[config.mk]
export PLATFORM = sky130hd
export DESIGN_NAME = phase_wave_min_node_flat
export DESIGN_NICKNAME = d
export VERILOG_FILES = /design/src/rtl/pwm_pkg.sv /design/src/rtl/pwm_in_if.sv /design/src/rtl/pwm_out_if.sv /design/src/rtl/pwm_datapath.sv /design/src/rtl/pwm_ctrl.sv /design/src/rtl/phase_wave_min_node.sv /design/src/flat_wrapper.sv
export SDC_FILE = /design/constraint.sdc
export NUM_CORES = 1
export LEC_CHECK = 0
export BUFFER_PORTS_ARGS = -buffer_cell sky130_fd_sc_hd__buf_2
export CAP_MARGIN = 20
export CORE_UTILIZATION = 35
export CTS_BUF_LIST = sky130_fd_sc_hd__clkbuf_8
export CTS_CLUSTER_SIZE = 20
export DETAILED_ROUTE_END_ITERATION = 12
export SYNTH_ARGS = -nofsm -noshare
export SYNTH_HDL_FRONTEND = slang
export SYNTH_SLANG_ARGS = --single-unit
[constraint.sdc]
create_clock -name i_clk -period 6 [get_ports i_clk]
set_input_delay 0.9 -clock i_clk [delete_from_list [all_inputs] [get_ports i_clk]]
set_output_delay 0.9 -clock i_clk [all_outputs]
set_load 0.01 [all_outputs]
[src/rtl/pwm_pkg.sv]
// ----------------------------------------------------------------------------
// pwm_pkg
// Shared constants, codes and control/status types of the phase wave node.
// ----------------------------------------------------------------------------
package pwm_pkg;

    localparam int MAX_IN         = 4;
    localparam int MAX_OUT        = 4;
    localparam int ID_BITS        = 8;
    localparam int PHASE_W        = 4;
    localparam int VALUE_W        = 32;
    localparam int CFG_W          = 32;
    localparam int CFG_IDX_W      = 3;
    localparam int CNT_REG_W      = 3;
    localparam int PHASE_MAX      = 15;
    localparam int DIAMETER_RESET = 5;

    localparam int SLOT_W    = (MAX_OUT > 1) ? $clog2(MAX_OUT) : 1;
    localparam int OUT_CNT_W = $clog2(MAX_OUT + 1);

    // register indexes of the configuration port
    localparam logic [CFG_IDX_W-1:0] CFG_IN_COUNT    = 3'd0;
    localparam logic [CFG_IDX_W-1:0] CFG_IN_IDS      = 3'd1;
    localparam logic [CFG_IDX_W-1:0] CFG_OUT_COUNT   = 3'd2;
    localparam logic [CFG_IDX_W-1:0] CFG_OUT_IDS     = 3'd3;
    localparam logic [CFG_IDX_W-1:0] CFG_DIAMETER    = 3'd4;
    localparam logic [CFG_IDX_W-1:0] CFG_LOCAL_VALUE = 3'd5;

    // input op codes
    localparam logic OP_START = 1'b0;
    localparam logic OP_MSG   = 1'b1;

    // result kinds
    localparam logic KIND_SEND = 1'b0;
    localparam logic KIND_FIN  = 1'b1;

    typedef struct packed {
        logic              take;       // input word accepted this cycle
        logic              load_out;   // load the result register
        logic              out_fin;    // loaded result is the finish word
        logic [SLOT_W-1:0] out_slot;   // out-neighbor slot of a send word
        logic              out_last;   // loaded result ends the burst
        logic              inc_phase;  // advance own phase
    } t_cmd;

    typedef struct packed {
        logic                 live;       // started and not finished
        logic                 done_now;
        logic                 may_now;
        logic                 done_next;  // same checks at own phase + 1
        logic                 may_next;
        logic [OUT_CNT_W-1:0] n_out;      // out-neighbors in use, clamped
    } t_status;

    // id of one slot in a packed id register; slots past the word read as zero
    function automatic logic [ID_BITS-1:0] slot_id(input logic [CFG_W-1:0] packed_ids,
                                                   input int slot);
        logic [CFG_W-1:0] shifted;
        shifted = '0;
        if (slot * ID_BITS >= CFG_W) begin
            return '0;
        end
        shifted = packed_ids >> (slot * ID_BITS);
        return shifted[ID_BITS-1:0];
    endfunction

endpackage

[src/rtl/pwm_in_if.sv]
// ----------------------------------------------------------------------------
// pwm_in_if
// Input channel of the phase wave node: start and message words.
// ----------------------------------------------------------------------------
interface pwm_in_if;
    import pwm_pkg::*;

    logic                      valid;
    logic                      ready;
    logic                      op;
    logic [ID_BITS-1:0]        sender;
    logic signed [VALUE_W-1:0] value;

    modport source (output valid, output op, output sender, output value, input ready);
    modport sink   (input valid, input op, input sender, input value, output ready);
endinterface

[src/rtl/pwm_out_if.sv]
// ----------------------------------------------------------------------------
// pwm_out_if
// Result channel of the phase wave node: send and finish words.
// ----------------------------------------------------------------------------
interface pwm_out_if;
    import pwm_pkg::*;

    logic                      valid;
    logic                      ready;
    logic                      kind;
    logic [ID_BITS-1:0]        dest;
    logic signed [VALUE_W-1:0] current_min;
    logic                      last;

    modport source (output valid, output kind, output dest, output current_min,
                    output last, input ready);
    modport sink   (input valid, input kind, input dest, input current_min,
                    input last, output ready);
endinterface

[src/rtl/pwm_datapath.sv]
// ----------------------------------------------------------------------------
// pwm_datapath
// Configuration registers, running minimum, phase counters, phase checks
// and the result register of the phase wave node.
// ----------------------------------------------------------------------------
module pwm_datapath (
    input  logic                               i_clk,
    input  logic                               i_rst_n,
    input  logic                               i_cfg_we,
    input  logic [pwm_pkg::CFG_IDX_W-1:0]      i_cfg_idx,
    input  logic [pwm_pkg::CFG_W-1:0]          i_cfg_data,
    input  logic                               i_op,
    input  logic [pwm_pkg::ID_BITS-1:0]        i_sender,
    input  logic signed [pwm_pkg::VALUE_W-1:0] i_value,
    input  pwm_pkg::t_cmd                      i_cmd,
    output pwm_pkg::t_status                   o_status,
    output logic                               o_kind,
    output logic [pwm_pkg::ID_BITS-1:0]        o_dest,
    output logic signed [pwm_pkg::VALUE_W-1:0] o_current_min,
    output logic                               o_last
);
    import pwm_pkg::*;

    logic [CNT_REG_W-1:0]      r_in_count;
    logic [CFG_W-1:0]          r_in_ids;
    logic [CNT_REG_W-1:0]      r_out_count;
    logic [CFG_W-1:0]          r_out_ids;
    logic [PHASE_W-1:0]        r_diameter;
    logic signed [VALUE_W-1:0] r_local_value;

    logic signed [VALUE_W-1:0] r_min;
    logic [PHASE_W-1:0]        r_own;
    logic [PHASE_W-1:0]        r_nb [MAX_IN];
    logic                      r_started;
    logic                      r_finished;

    logic                      r_kind;
    logic [ID_BITS-1:0]        r_dest;
    logic signed [VALUE_W-1:0] r_cur_min;
    logic                      r_last;

    logic [MAX_IN-1:0]         in_active;
    logic [MAX_IN-1:0]         hit;
    logic [MAX_IN-1:0]         first_hit;
    logic [PHASE_W-1:0]        own_next;
    logic [ID_BITS-1:0]        dest_sel;

    always_comb begin
        logic seen;
        seen = 1'b0;
        for (int i = 0; i < MAX_IN; i++) begin
            in_active[i] = (i < int'(r_in_count));
            hit[i]       = in_active[i] && (slot_id(r_in_ids, i) == i_sender);
            first_hit[i] = hit[i] && !seen;
            seen         = seen | hit[i];
        end
    end

    assign own_next = r_own + PHASE_W'(1);

    always_comb begin
        o_status.live      = r_started && !r_finished;
        o_status.done_now  = (r_own >= r_diameter);
        o_status.may_now   = (int'(r_own) < PHASE_MAX);
        o_status.done_next = (own_next >= r_diameter);
        o_status.may_next  = (int'(own_next) < PHASE_MAX);
        for (int i = 0; i < MAX_IN; i++) begin
            if (in_active[i]) begin
                if (r_nb[i] < r_diameter) begin
                    o_status.done_now  = 1'b0;
                    o_status.done_next = 1'b0;
                end
                if (r_own > r_nb[i]) begin
                    o_status.may_now = 1'b0;
                end
                if (own_next > r_nb[i]) begin
                    o_status.may_next = 1'b0;
                end
            end
        end
        if (int'(r_out_count) > MAX_OUT) begin
            o_status.n_out = OUT_CNT_W'(MAX_OUT);
        end else begin
            o_status.n_out = OUT_CNT_W'(r_out_count);
        end
    end

    always_comb begin
        dest_sel = '0;
        for (int i = 0; i < MAX_OUT; i++) begin
            if (i_cmd.out_slot == SLOT_W'(i)) begin
                dest_sel = slot_id(r_out_ids, i);
            end
        end
    end

    always_ff @(posedge i_clk) begin
        if (!i_rst_n) begin
            r_in_count    <= '0;
            r_in_ids      <= '0;
            r_out_count   <= '0;
            r_out_ids     <= '0;
            r_diameter    <= PHASE_W'(DIAMETER_RESET);
            r_local_value <= '0;
            r_min         <= '0;
            r_own         <= '0;
            r_started     <= 1'b0;
            r_finished    <= 1'b0;
            for (int i = 0; i < MAX_IN; i++) begin
                r_nb[i] <= '0;
            end
        end else begin
            if (i_cfg_we) begin
                case (i_cfg_idx)
                    CFG_IN_COUNT:    r_in_count    <= i_cfg_data[CNT_REG_W-1:0];
                    CFG_IN_IDS:      r_in_ids      <= i_cfg_data;
                    CFG_OUT_COUNT:   r_out_count   <= i_cfg_data[CNT_REG_W-1:0];
                    CFG_OUT_IDS:     r_out_ids     <= i_cfg_data;
                    CFG_DIAMETER:    r_diameter    <= i_cfg_data[PHASE_W-1:0];
                    CFG_LOCAL_VALUE: r_local_value <= $signed(i_cfg_data[VALUE_W-1:0]);
                    default: ;
                endcase
            end
            if (i_cmd.take) begin
                if (i_op == OP_START) begin
                    r_min      <= r_local_value;
                    r_own      <= '0;
                    r_started  <= 1'b1;
                    r_finished <= 1'b0;
                    for (int i = 0; i < MAX_IN; i++) begin
                        r_nb[i] <= '0;
                    end
                end else if (o_status.live) begin
                    if (i_value < r_min) begin
                        r_min <= i_value;
                    end
                    for (int i = 0; i < MAX_IN; i++) begin
                        if (first_hit[i] && int'(r_nb[i]) < PHASE_MAX) begin
                            r_nb[i] <= r_nb[i] + PHASE_W'(1);
                        end
                    end
                end
            end
            if (i_cmd.inc_phase) begin
                r_own <= own_next;
            end
            if (i_cmd.load_out && i_cmd.out_fin) begin
                r_finished <= 1'b1;
            end
        end
    end

    // result word: payload only, valid lives in the controller
    always_ff @(posedge i_clk) begin
        if (i_cmd.load_out) begin
            r_kind    <= i_cmd.out_fin ? KIND_FIN : KIND_SEND;
            r_dest    <= i_cmd.out_fin ? '0 : dest_sel;
            r_cur_min <= r_min;
            r_last    <= i_cmd.out_last;
        end
    end

    assign o_kind        = r_kind;
    assign o_dest        = r_dest;
    assign o_current_min = r_cur_min;
    assign o_last        = r_last;

endmodule

[src/rtl/pwm_ctrl.sv]
// ----------------------------------------------------------------------------
// pwm_ctrl
// Sequencer of the phase wave node: takes one input word, then runs the
// phase rounds and steps through the result words of each round.
// ----------------------------------------------------------------------------
module pwm_ctrl (
    input  logic             i_clk,
    input  logic             i_rst_n,
    input  logic             i_in_valid,
    input  logic             i_in_op,
    output logic             o_in_ready,
    input  logic             i_out_ready,
    output logic             o_out_valid,
    input  pwm_pkg::t_status i_status,
    output pwm_pkg::t_cmd    o_cmd
);
    import pwm_pkg::*;

    typedef enum logic [1:0] {
        S_IDLE,
        S_EVAL,
        S_SEND,
        S_FIN
    } t_state;

    t_state            r_state, n_state;
    logic [SLOT_W-1:0] r_slot, n_slot;
    logic              r_out_valid, n_out_valid;
    logic              more_next;
    logic              slot_is_last;
    logic              next_is_last;

    // a following round would emit something, so this round's last send is not final
    assign more_next    = i_status.done_next || i_status.may_next;
    assign slot_is_last = (OUT_CNT_W'(r_slot) + OUT_CNT_W'(1)) == i_status.n_out;
    assign next_is_last = (OUT_CNT_W'(r_slot) + OUT_CNT_W'(2)) == i_status.n_out;

    always_comb begin
        n_state     = r_state;
        n_slot      = r_slot;
        n_out_valid = r_out_valid;
        o_cmd       = '0;
        o_in_ready  = (r_state == S_IDLE);
        case (r_state)
            S_IDLE: begin
                if (i_in_valid) begin
                    o_cmd.take = 1'b1;
                    // drop a message while not running
                    if (i_in_op == OP_START || i_status.live) begin
                        n_state = S_EVAL;
                    end
                end
            end
            S_EVAL: begin
                if (i_status.done_now) begin
                    o_cmd.load_out = 1'b1;
                    o_cmd.out_fin  = 1'b1;
                    o_cmd.out_last = 1'b1;
                    n_out_valid    = 1'b1;
                    n_state        = S_FIN;
                end else if (i_status.may_now) begin
                    if (i_status.n_out == '0) begin
                        o_cmd.inc_phase = 1'b1;
                    end else begin
                        o_cmd.load_out = 1'b1;
                        o_cmd.out_slot = '0;
                        o_cmd.out_last = (i_status.n_out == OUT_CNT_W'(1)) && !more_next;
                        n_slot         = '0;
                        n_out_valid    = 1'b1;
                        n_state        = S_SEND;
                    end
                end else begin
                    n_state = S_IDLE;
                end
            end
            S_SEND: begin
                if (i_out_ready) begin
                    if (slot_is_last) begin
                        o_cmd.inc_phase = 1'b1;
                        n_out_valid     = 1'b0;
                        n_state         = S_EVAL;
                    end else begin
                        o_cmd.load_out = 1'b1;
                        o_cmd.out_slot = r_slot + SLOT_W'(1);
                        o_cmd.out_last = next_is_last && !more_next;
                        n_slot         = r_slot + SLOT_W'(1);
                    end
                end
            end
            S_FIN: begin
                if (i_out_ready) begin
                    n_out_valid = 1'b0;
                    n_state     = S_IDLE;
                end
            end
            default: begin
                n_state     = S_IDLE;
                n_out_valid = 1'b0;
            end
        endcase
    end

    always_ff @(posedge i_clk) begin
        if (!i_rst_n) begin
            r_state     <= S_IDLE;
            r_slot      <= '0;
            r_out_valid <= 1'b0;
        end else begin
            r_state     <= n_state;
            r_slot      <= n_slot;
            r_out_valid <= n_out_valid;
        end
    end

    assign o_out_valid = r_out_valid;

`ifndef SYNTH
    a_valid_in_out_state: assert property (@(posedge i_clk) disable iff (!i_rst_n)
        r_out_valid |-> (r_state == S_SEND || r_state == S_FIN))
        else $error("result valid outside an output state");

    a_take_no_pending: assert property (@(posedge i_clk) disable iff (!i_rst_n)
        o_cmd.take |-> !r_out_valid)
        else $error("input taken while a result word is pending");

    a_phase_only_when_allowed: assert property (@(posedge i_clk) disable iff (!i_rst_n)
        (o_cmd.inc_phase && r_state == S_EVAL) |-> i_status.may_now)
        else $error("phase advanced while a neighbor lags");

    a_finish_only_when_done: assert property (@(posedge i_clk) disable iff (!i_rst_n)
        (o_cmd.load_out && o_cmd.out_fin) |-> (i_status.done_now && o_cmd.out_last))
        else $error("finish word loaded before all phases are done");
`endif

endmodule

[src/rtl/phase_wave_min_node.sv]
// ----------------------------------------------------------------------------
// phase_wave_min_node
// One node of the phase wave algorithm that computes a network-wide minimum.
// ----------------------------------------------------------------------------
// A start word loads local_value as the minimum and clears all phase counts; a
// message word lowers the minimum and bumps the matching in-neighbor's count.
// The node takes one input word at a time. The sequencer takes it while
// idle, then checks the phases; for each round it loads the result words one
// by one as the sink accepts them and then advances the phase, a round with
// no out-neighbors only advancing the phase. The finishing check loads the
// finish word, a check that allows no round returns to idle, and a dropped
// message leaves the sequencer idle. Input ready is high only while the
// sequencer is idle, i.e. after the burst caused by the previous word has
// been fully taken. Messages before start or after finish are dropped. Config
// registers: 0 in_count, 1 in_ids, 2 out_count, 3 out_ids, 4 diameter,
// 5 local_value; write them only while idle.
// ----------------------------------------------------------------------------
module phase_wave_min_node (
    input  logic                          i_clk,
    input  logic                          i_rst_n,
    input  logic                          i_cfg_we,
    input  logic [pwm_pkg::CFG_IDX_W-1:0] i_cfg_idx,
    input  logic [pwm_pkg::CFG_W-1:0]     i_cfg_data,
    pwm_in_if.sink                        i_msg,
    pwm_out_if.source                     o_res
);
    import pwm_pkg::*;

    t_cmd    cmd;
    t_status status;

    pwm_ctrl u_ctrl (
        .i_clk       (i_clk),
        .i_rst_n     (i_rst_n),
        .i_in_valid  (i_msg.valid),
        .i_in_op     (i_msg.op),
        .o_in_ready  (i_msg.ready),
        .i_out_ready (o_res.ready),
        .o_out_valid (o_res.valid),
        .i_status    (status),
        .o_cmd       (cmd)
    );

    pwm_datapath u_datapath (
        .i_clk         (i_clk),
        .i_rst_n       (i_rst_n),
        .i_cfg_we      (i_cfg_we),
        .i_cfg_idx     (i_cfg_idx),
        .i_cfg_data    (i_cfg_data),
        .i_op          (i_msg.op),
        .i_sender      (i_msg.sender),
        .i_value       (i_msg.value),
        .i_cmd         (cmd),
        .o_status      (status),
        .o_kind        (o_res.kind),
        .o_dest        (o_res.dest),
        .o_current_min (o_res.current_min),
        .o_last        (o_res.last)
    );

endmodule

[src/flat_wrapper.sv]
// flat-port wrapper written by rule: the top's interface ports become plain ports
module phase_wave_min_node_flat import pwm_pkg::*;
  (i_clk, i_rst_n, i_cfg_we, i_cfg_idx, i_cfg_data, i_msg_valid, i_msg_op, i_msg_sender, i_msg_value, i_msg_ready, o_res_valid, o_res_kind, o_res_dest, o_res_current_min, o_res_last, o_res_ready);
  pwm_in_if i_msg_i ();
  pwm_out_if o_res_i ();
  input  logic i_clk;
  input  logic i_rst_n;
  input  logic i_cfg_we;
  input  logic [pwm_pkg::CFG_IDX_W-1:0] i_cfg_idx;
  input  logic [pwm_pkg::CFG_W-1:0] i_cfg_data;
  input wire logic [$bits(i_msg_i.valid)-1:0] i_msg_valid;
  input wire logic [$bits(i_msg_i.op)-1:0] i_msg_op;
  input wire logic [$bits(i_msg_i.sender)-1:0] i_msg_sender;
  input wire logic [$bits(i_msg_i.value)-1:0] i_msg_value;
  output wire logic [$bits(i_msg_i.ready)-1:0] i_msg_ready;
  output wire logic [$bits(o_res_i.valid)-1:0] o_res_valid;
  output wire logic [$bits(o_res_i.kind)-1:0] o_res_kind;
  output wire logic [$bits(o_res_i.dest)-1:0] o_res_dest;
  output wire logic [$bits(o_res_i.current_min)-1:0] o_res_current_min;
  output wire logic [$bits(o_res_i.last)-1:0] o_res_last;
  input wire logic [$bits(o_res_i.ready)-1:0] o_res_ready;
  assign i_msg_i.valid = i_msg_valid;
  assign i_msg_i.op = i_msg_op;
  assign i_msg_i.sender = i_msg_sender;
  assign i_msg_i.value = i_msg_value;
  assign i_msg_ready = i_msg_i.ready;
  assign o_res_valid = o_res_i.valid;
  assign o_res_kind = o_res_i.kind;
  assign o_res_dest = o_res_i.dest;
  assign o_res_current_min = o_res_i.current_min;
  assign o_res_last = o_res_i.last;
  assign o_res_i.ready = o_res_ready;
  phase_wave_min_node u_core (.i_clk(i_clk), .i_rst_n(i_rst_n), .i_cfg_we(i_cfg_we), .i_cfg_idx(i_cfg_idx), .i_cfg_data(i_cfg_data), .i_msg(i_msg_i), .o_res(o_res_i));
endmodule
==> results of run 1 <==
[worst paths after layout]
kind | startpoint | to | slack, ns
worst min register to register | u_core.u_datapath.r_min[1] | u_core.u_datapath.o_current_min[1] | 0.44
worst min-delay path | u_core.u_datapath.r_min[1] | u_core.u_datapath.o_current_min[1] | 0.44
worst max register to register | u_core.u_datapath.r_own[0] | u_core.u_datapath.o_current_min[6] | 2.35
worst max-delay path | u_core.u_datapath.r_own[0] | u_core.u_datapath.o_current_min[6] | 2.35
[registers in the layout, indices dropped and copies added, names as in the netlist, 8 cells and up]
signal                           count
u_core.u_datapath.o_current_min     32
u_core.u_datapath.r_min             32
u_core.u_datapath.o_dest             8
u_core.u_datapath.r_out_ids         32
u_core.u_datapath.r_nb              16
u_core.u_datapath.r_local_value     32
u_core.u_datapath.r_in_ids          32
[kinds of logic (layout without fill, tap and decap cells)]
family,after synthesis,count (layout),synth area share [%]
AOI/OAI and AO/OA,277,277,17.1
xor gates and xnor gates,42,42,3.45
adders and majority gates,93,93,10.9
buffers and inverters,118,270,4.39
DFF,207,207,43.9
muxes,45,45,4.22
other,0,1,0
and+or+nand+nor,386,386,16.1
[where the power goes]
| part | switching (mW) | internal (mW) | leakage, nW |
|---|---|---|---|
| logic | 0.410 | 0.265 | 2.80 |
| clock network | 0.600 | 0.729 | 0.445 |
| registers | 0.0796 | 1.56 | 1.76 |
[cell type report]
class                           instances  area (um^2)  area share, %
Multi-Input combinational cell        843         5540           44.5
Sequential cell                       207         4680           37.6
Inverter                               66          248           1.99
Timing Repair Buffer                  134          738           5.93
Tap cell                              390          488           3.92
Antenna cell                            1         2.50         0.0201
Clock buffer                           45          619           4.97
Clock inverter                         25          139           1.11
[metrics by stage]
| step | util, % | power (mW) |
|---|---|---|
| 3_5_place_dp | 39.2 | 2.34 |
| 2_1_floorplan | - | 2.12 |
| 4_1_cts | 41.7 | 3.69 |
| 6_report | 41.8 | 3.64 |
| 3_3_place_gp | 39.1 | 2.32 |
| 5_1_grt | 41.8 | 3.85 |
[per-layer routing]
metal  up-vias  track usage, %
met2       197            29.3
met3        38            3.16
met1      4071            25.7
met4         0            5.42
li1       4344               -
met5         -               0
[cells in the final DEF (no fill, tap or decap), types with 5 or more instances in the layout]
| cell type | n |
|---|---|
| edfxtp_1 | 54 |
| a211oi_1 | 8 |
| nand2_1 | 238 |
| and3_1 | 5 |
| nand3_1 | 22 |
| nor4_1 | 5 |
| xor2_1 | 23 |
| a31oi_1 | 5 |
| inv_1 | 80 |
| nor2b_1 | 16 |
| a222oi_1 | 8 |
| a21boi_0 | 100 |
| clkbuf_8 | 45 |
| nor2_1 | 37 |
| o211ai_1 | 5 |
| buf_2 | 123 |
| xnor2_1 | 19 |
| dfxtp_1 | 153 |
| ha_1 | 92 |
| o21ai_0 | 27 |
| buf_4 | 9 |
| mux2i_1 | 45 |
| nand4_1 | 11 |
| o21ai_1 | 28 |
| a21oi_1 | 66 |
| clkinv_2 | 6 |
| nor3_1 | 17 |
| nand2b_1 | 17 |
[worst max-delay path: cells and delay by family, from the launching register on]
family	cells	cell delay, ns
adder cells (fa/ha/maj)	1	0.35
AND/OR/NAND/NOR	1	0.20
AO/OA/AOI/OAI	4	1.39
buffers and inverters	3	0.87
flip-flops	1	0.52
[cell usage after synthesis (2+ instances only)]
| master | n | area [um^2] |
|---|---|---|
| a222oi_1 | 8 | 80.1 |
| a31oi_1 | 5 | 31.3 |
| ha_1 | 92 | 1150 |
| o311a_1 | 2 | 20.0 |
| nor4_1 | 5 | 31.3 |
| a211oi_1 | 8 | 60.1 |
| and4b_1 | 3 | 30.0 |
| nor3_1 | 17 | 85.1 |
| a221oi_1 | 2 | 17.5 |
| nor2_1 | 39 | 146 |
| nor2b_1 | 16 | 100 |
| o211ai_1 | 5 | 37.5 |
| o21ai_0 | 27 | 135 |
| nand2b_1 | 17 | 106 |
| or3_1 | 2 | 12.5 |
| inv_1 | 66 | 248 |
| dfxtp_1 | 153 | 3060 |
| nand4_1 | 11 | 68.8 |
| a21boi_0 | 100 | 751 |
| edfxtp_1 | 54 | 1620 |
| buf_2 | 3 | 15.0 |
| o22ai_1 | 4 | 25.0 |
| nand4b_1 | 3 | 26.3 |
| a21oi_1 | 67 | 335 |
| a21o_1 | 3 | 22.5 |
| and3_1 | 5 | 31.3 |
| xor2_1 | 23 | 201 |
| a211o_1 | 2 | 17.5 |
| mux2i_1 | 45 | 450 |
| o21ai_1 | 28 | 140 |
| clkbuf_1 | 45 | 169 |
| a22oi_1 | 2 | 15.0 |
| nand3_1 | 22 | 110 |
| nand2_1 | 238 | 893 |
| xnor2_1 | 19 | 166 |
| a41oi_1 | 4 | 35.0 |
| buf_6 | 3 | 33.8 |
==> impl_metrics.toml, run 1 <==
[die]
die_y_um = 177
num_rows = 63
start_util_pct = 35.8
ioPinCount = 125
fp.coreArea_mm2 = 0.0298
die_w_um = 177
die-area_mm2 = 0.0312

[placed_design]
place_area_mm2 = 0.0117
place_ws_ns = 2.26
dpl.cell_count = 1639
port_buffers = 124
place_congestion = 0.788
place_hpwl_mm = 20.8

[worst_setup_path]
crit_fanout = 26
startpoint_type = "register"
cp.required_ns = 6.22
cp_slowest_cell = "a21oi_4"
cp.arrival_ns = 3.88
worst_setup_path_end_kind = "register"
path_class = "reg -> reg"
max_stage_delay_ns = 0.78
r2r_cells = 9
crit_chain = "inv_1 > ha_1 > o21ai_0 > a211o_1 > nor3b_1 > buf_4 > o21ai_0 > a21oi_4 > buf_4"

[timing]
fin_ws_ns = 2.35
fin_setup_tns_ns = 0
relSlewSlack_pct = 39.4
hold_slack_ns = 0.439
maxSlewViolCount = 0
hold_viol_final = 0
clock_skew_ns = 0.0219
finalSetupViolations = 0
period_needed_ns = 3.65
rsz0062_at_grt = "false"
fin_crit_sh_pct = 60.9
fmax_ghz = 0.274
worst_slew_pin_slew_ns = 0.907

[detailed_routing]
drt-met1-wl_mm = 13.7
met3_length_mm = 1.42
totalWireLength_mm = 28.6
drt_iter0_markers = 643
wl_per_cell_um = 16.7
vias_per_cell = 5.06
vias = 8650
dr.pass1.iters = 6
highest_layer = "met4"
drtAntennaViolNets = 0
wl_met2_mm = 12.9
drc_errors = 0

[global_routing]
grt_max_degree = 85
gr-total-overflow = 0
grt_pass1_wl_mm = 45.3
grt_pass1_vias = 8357
grt_use_total_pct = 18.5
antenna_found_initial = 1

[cells_and_area]
area_delta_synth_final_pct = 16.7
fill_cells = 2967
finalNonFillerCells = 1711
drive_gt1_share_pct = 14.9
nNetsFinal = 1463
finalInstanceArea_mm2 = 0.0125

[run_status]
run_status = "complete, no violations"

[pwr]
p_per_area_mw_per_mm2 = 292
peakVddDrop_mv = 0.111
power_leakage_nw = 5.00

[min_path]
hold_path_depth = 0
min_path_type = "reg -> reg"

[logic_synthesis]
synth_warnings = 0
synth-seq-cells = 207
async_flop_share_pct = 0
synth_area_per_cell_um2 = 9.14
syn-num-nets = 1341
synth_ff_type = "dfxtp_1"
synth_edf_count = 54
syn_inst = 1168
seq_area_frac_synth_pct = 43.9
yosysUniqueCellTypes = 57
syn_area_mm2 = 0.0107

[clocking]
cts_hold_buf = 0
cts_buffers = 38
cts_sinks = 207
clock_latency_ns = 0.54
htreeDepth = 2
cts_tree = "built"
clk_path_buf_depth = 3
clk_pin_slew_worst_paths_ns = 0.06
cts.repair.resized = 0
cts-root-buf = "clkbuf_8"
cts_setup_buffers = 0

[flow_run]
maxCapViolCount = 0
No activity file was read; power rests on OpenSTA's default activity.
==> run 2, diff against run 1 <==
==> constraint.sdc (replaced) <==
create_clock -name i_clk -period 3.1 [get_ports i_clk]
set_input_delay 0.465 -clock i_clk [delete_from_list [all_inputs] [get_ports i_clk]]
set_output_delay 0.465 -clock i_clk [all_outputs]
set_load 0.01 [all_outputs]
==> impl_metrics.toml, run 2 (synthesis results as in run 1) <==
[worst_setup_path]
regToRegSetupSlack_ns = 0.31
cp.required_ns = 3.35
path_class = "reg -> reg"
r2r_end = "u_core.u_datapath.o_dest[1]"
cp.arrival_ns = 3.04
worst_setup_path_end_kind = "register"
r2r_start = "u_core.u_ctrl.r_slot[0]"
crit_fanout = 11
r2r_cells = 7
cp_slowest_cell = "dfxtp_1"
crit_chain = "ha_1 > xor2_1 > o41a_1 > nand4_1 > nor2_1 > a222oi_1 > nor3_1"
max_stage_delay_ns = 0.53
startpoint_type = "register"

[detailed_routing]
met3_length_mm = 1.49
drt-met1-wl_mm = 14.0
drtAntennaViolNets = 0
highest_layer = "met4"
vias_per_cell = 5.05
dr.pass1.iters = 5
wl_per_cell_um = 16.8
drc_errors = 0
totalWireLength_mm = 28.8
drt_iter0_markers = 570
wl_met2_mm = 12.8
vias = 8675

[clocking]
clk_pin_slew_worst_paths_ns = 0.06
cts_buffers = 38
cts_tree = "built"
cts_setup_buffers = 0
cts-root-buf = "clkbuf_8"
clock_latency_ns = 0.55
cts.repair.resized = 0
htreeDepth = 2
clk_path_buf_depth = 3
cts_sinks = 207
cts_hold_buf = 0

[die]
fp.coreArea_mm2 = 0.0298
die_w_um = 177
die_y_um = 177
die-area_mm2 = 0.0312
start_util_pct = 35.8
num_rows = 63
ioPinCount = 125

[global_routing]
grt_pass1_wl_mm = 44.5
grt_pass1_vias = 8030
grt_max_degree = 154
grt_use_total_pct = 18.3
gr-total-overflow = 0
antenna_found_initial = 2

[timing]
finalSetupViolations = 0
fin_setup_tns_ns = 0
relSlewSlack_pct = 53.7
clock_skew_ns = 0.0413
hold_viol_final = 0
period_needed_ns = 2.79
worst_slew_pin_slew_ns = 0.689
hold_slack_ns = 0.194
fmax_ghz = 0.358
maxSlewViolCount = 0
rsz0062_at_grt = "false"
fin_crit_sh_pct = 90.0

[run_status]
run_status = "complete, no violations"

[cells_and_area]
drive_gt1_share_pct = 15.4
final_cell_mix = "238 x nand2_1, 153 x dfxtp_1, 123 x buf_2"
area_delta_synth_final_pct = 17.4
final_common_cell = "nand2_1"
fill_cells = 3001
nNetsFinal = 1473

[min_path]
min_path_type = "in -> reg"
hold_path_depth = 2
min_to = "u_core.u_datapath.r_in_count[2]"
worstHoldStart = "i_rst_n"

[placed_design]
port_buffers = 124
place_hpwl_mm = 20.9
place_congestion = 0.832

[pwr]
power_leakage_nw = 5.04
p_per_area_mw_per_mm2 = 565
peakVddDrop_mv = 0.239

[flow_run]
maxCapViolCount = 0
[run 2: cell count changes in the layout (fill, tap and decap cells not counted), moves of 2 or more]
| cell | delta |
|---|---|
| buf_4 | +8 |
| clkinv_2 | -5 |
| buf_12 | +4 |
| clkbuf_8 | +3 |
| buf_16 | -2 |
| inv_6 | +2 |
[run 2: cell type report]
type                       count  area (um^2)  share of cell area, %
antenna                        2         5.00                 0.0399
clock buffer                  48          661                   5.27
clock inverter                19         82.6                  0.659
inverter                      66          248                   1.98
multi-input combinational    843         5540                   44.2
sequential                   207         4680                   37.4
tap                          390          488                   3.89
timing repair buffer         144          823                   6.57
[run 2: worst max-delay path: cells and delay by family (launching register included)]
family / cells / cell delay (ns)
flip-flops: 1 / 0.53
XOR/XNOR: 1 / 0.18
AND/OR/NAND/NOR: 3 / 0.52
AO/OA/AOI/OAI: 2 / 0.90
adder cells (fa/ha/maj): 1 / 0.39
[run 2: how the worst max path moves through the flow]
stage                                     from                                   to  slack [ns]  cells past startpoint
6_report               u_core.u_ctrl.r_slot[0]          u_core.u_datapath.o_dest[1]        0.31                      7
5_1_grt        u_core.u_datapath.r_diameter[3]  u_core.u_datapath.o_current_min[25]        0.13                      9
4_1_cts        u_core.u_datapath.r_diameter[3]  u_core.u_datapath.o_current_min[30]        0.32                      9
3_5_place_dp                   i_msg_value[30]           u_core.u_datapath.r_min[0]        0.19                     11
3_3_place_gp                   i_msg_value[17]           u_core.u_datapath.r_min[3]        0.25                     11
2_1_floorplan       u_core.u_datapath.r_own[0]   u_core.u_datapath.o_current_min[0]        0.14                      7
[run 2: power breakdown]
part           internal, mW  switching [mW]
registers              3.02           0.147
clock network          1.39            1.15
logic                 0.551           0.816
[run 2: through the flow]
step | util, % | total power, mW | area, um^2 | instances | setup slack [ns]
5_1_grt | 42.1 | 7.47 | 12500 | 1719 | 0.133
3_5_place_dp | 39.6 | 4.58 | 11800 | 1650 | 0.194
2_1_floorplan | - | 4.10 | 10700 | 1168 | 0.140
6_report | 42.1 | 7.08 | 12500 | 1719 | 0.310
3_3_place_gp | 39.6 | 4.54 | 11800 | 1650 | 0.246
4_1_cts | 42.1 | 7.16 | 12500 | 1717 | 0.319
[run 2: metal layers]
metal | GRT usage, % | vias to the layer above
li1 | - | 4363
met1 | 25.9 | 4043
met2 | 28.5 | 225
met3 | 3.09 | 44
met4 | 5.53 | 0
met5 | 0 | -
==> run 3, diff against run 2 <==
--- a/config.mk
+++ b/config.mk
@@ -8,7 +8,7 @@
 export BUFFER_PORTS_ARGS = -buffer_cell sky130_fd_sc_hd__buf_2
 export CAP_MARGIN = 20
 export CORE_UTILIZATION = 35
-export CTS_BUF_LIST = sky130_fd_sc_hd__clkbuf_8
+export CTS_BUF_LIST = sky130_fd_sc_hd__clkbuf_4 sky130_fd_sc_hd__clkbuf_8 sky130_fd_sc_hd__clkbuf_16
 export CTS_CLUSTER_SIZE = 20
 export DETAILED_ROUTE_END_ITERATION = 12
 export SYNTH_ARGS = -nofsm -noshare
==> impl_metrics.toml, run 3 (synthesis results as in run 1) <==
[run_status]
run_status = "complete, no violations"

[cells_and_area]
finalInstanceArea_mm2 = 0.0126
drive_gt1_share_pct = 15.0
area_delta_synth_final_pct = 18.4
final_common_cell = "nand2_1"
nNetsFinal = 1459
finalNonFillerCells = 1697
final_cell_mix = "238 x nand2_1, 153 x dfxtp_1, 123 x buf_2"

[die]
fp.coreArea_mm2 = 0.0298
start_util_pct = 35.8
num_rows = 63
die-area_mm2 = 0.0312
ioPinCount = 125
die_w_um = 177
die_y_um = 177

[timing]
period_needed_ns = 2.79
finalSetupViolations = 0
clock_skew_ns = 0.0132
rsz0062_at_grt = "false"
fin_crit_sh_pct = 90.1
fin_ws_ns = 0.307
worst_slew_pin_slew_ns = 0.686
fin_setup_tns_ns = 0
relSlewSlack_pct = 53.9
hold_viol_final = 0
fmax_ghz = 0.358
maxSlewViolCount = 0

[detailed_routing]
vias = 8582
vias_per_cell = 5.06
drtAntennaViolNets = 0
drc_errors = 0
totalWireLength_mm = 28.6
wl_per_cell_um = 16.8
dr.pass1.iters = 5
drt_iter0_markers = 610

[pwr]
peakVddDrop_mv = 0.383
swShare_pct = 28.1
share_clk_of_total_power_pct = 39.6
power_frac_comb_pct = 18.2
switchingPower_mw = 2.11
p_per_area_mw_per_mm2 = 594
power.total_mw = 7.50
power_leakage_nw = 5.02
seqPwrFrac_pct = 42.1
cellInternalPower_mw = 5.40

[worst_setup_path]
cp.required_ns = 3.35
startpoint_type = "register"
worst_setup_path_end_kind = "register"
cp_slowest_cell = "dfxtp_1"
cp.arrival_ns = 3.05
path_class = "reg -> reg"
r2r_start = "u_core.u_ctrl.r_slot[0]"
crit_fanout = 11
crit_chain = "ha_1 > xor2_1 > o41a_1 > nand4_1 > nor2_1 > a222oi_1 > nor3_1"
critPathLaunch = "u_core.u_ctrl.r_slot[0]"
max_stage_delay_ns = 0.54

[placed_design]
place_hpwl_mm = 20.9
dpl.cell_count = 1650
place_congestion = 0.832
place_ws_ns = 0.194
port_buffers = 124
place_area_mm2 = 0.0118

[clocking]
cts_hold_buf = 0
clock_latency_ns = 0.52
cts.repair.resized = 0
cts_sinks = 207
cts_buffers = 24
cts-root-buf = "clkbuf_16"
cts_setup_buffers = 0
clk_pin_slew_worst_paths_ns = 0.06
htreeDepth = 1
cts_tree = "built"
clk_path_buf_depth = 3

[min_path]
min_path_type = "in -> reg"
worstHoldStart = "i_rst_n"

[global_routing]
grt_max_degree = 154
gr-total-overflow = 0
grt_use_total_pct = 18.0
antenna_found_initial = 2
grt_pass1_wl_mm = 44.0
grt_pass1_vias = 7899

[flow_run]
maxCapViolCount = 0
[run 3: area by class of cell]
cell class	count	area (um^2)
Antenna cell	3	7.51
Clock inverter	11	143
Sequential cell	207	4680
Fill cell	2979	17200
Timing Repair Buffer	144	823
Inverter	66	248
Tap cell	390	488
Clock buffer	33	698
Multi-Input combinational cell	843	5540
[run 3: per-stage QoR]
step | hold slack [ns] | util (%)
after floorplan | 0.425 | -
after global placement | 0.445 | 39.6
after detailed placement | 0.447 | 39.6
after CTS | 0.201 | 42.4
after global routing | 0.205 | 42.4
final | 0.221 | 42.4
[run 3: power groups by stage]
| stage | clock network (mW) | registers, mW | logic [mW] |
|---|---|---|---|
| after global placement | 0 | 3.22 | 1.32 |
| after floorplan | 0 | 3.20 | 0.896 |
| after detailed placement | 0 | 3.22 | 1.36 |
| after CTS | 3.04 | 3.16 | 1.37 |
| after global routing | 3.14 | 3.19 | 1.54 |
| final | 2.97 | 3.16 | 1.37 |
[run 3: routing by layer]
metal / up-vias / wire [um] / track usage (%)
li1: 4325 / - / -
met1: 4019 / 13900 / 26.0
met2: 209 / 12800 / 28.4
met3: 29 / 1410 / 2.21
met4: 0 / 453 / 4.49
met5: - / 0 / 0
[run 3: worst paths after layout]
| check | endpoint | slack, ns | depth (start not counted) |
|---|---|---|---|
| setup / recovery | u_core.u_datapath.o_dest[7] | 0.31 | 7 |
| hold / removal | u_core.u_datapath.r_in_count[2] | 0.22 | 2 |
| setup reg to reg | u_core.u_datapath.o_dest[7] | 0.31 | 7 |
| hold reg to reg | u_core.u_datapath.r_out_ids[15] | 0.46 | 2 |
[run 3: worst max-delay path: cells and delay by family (launching register included)]
kind | cells | cell delay [ns]
AO/OA/AOI/OAI | 2 | 0.89
AND/OR/NAND/NOR | 3 | 0.52
XOR/XNOR | 1 | 0.18
adder cells (fa/ha/maj) | 1 | 0.39
flip-flops | 1 | 0.54
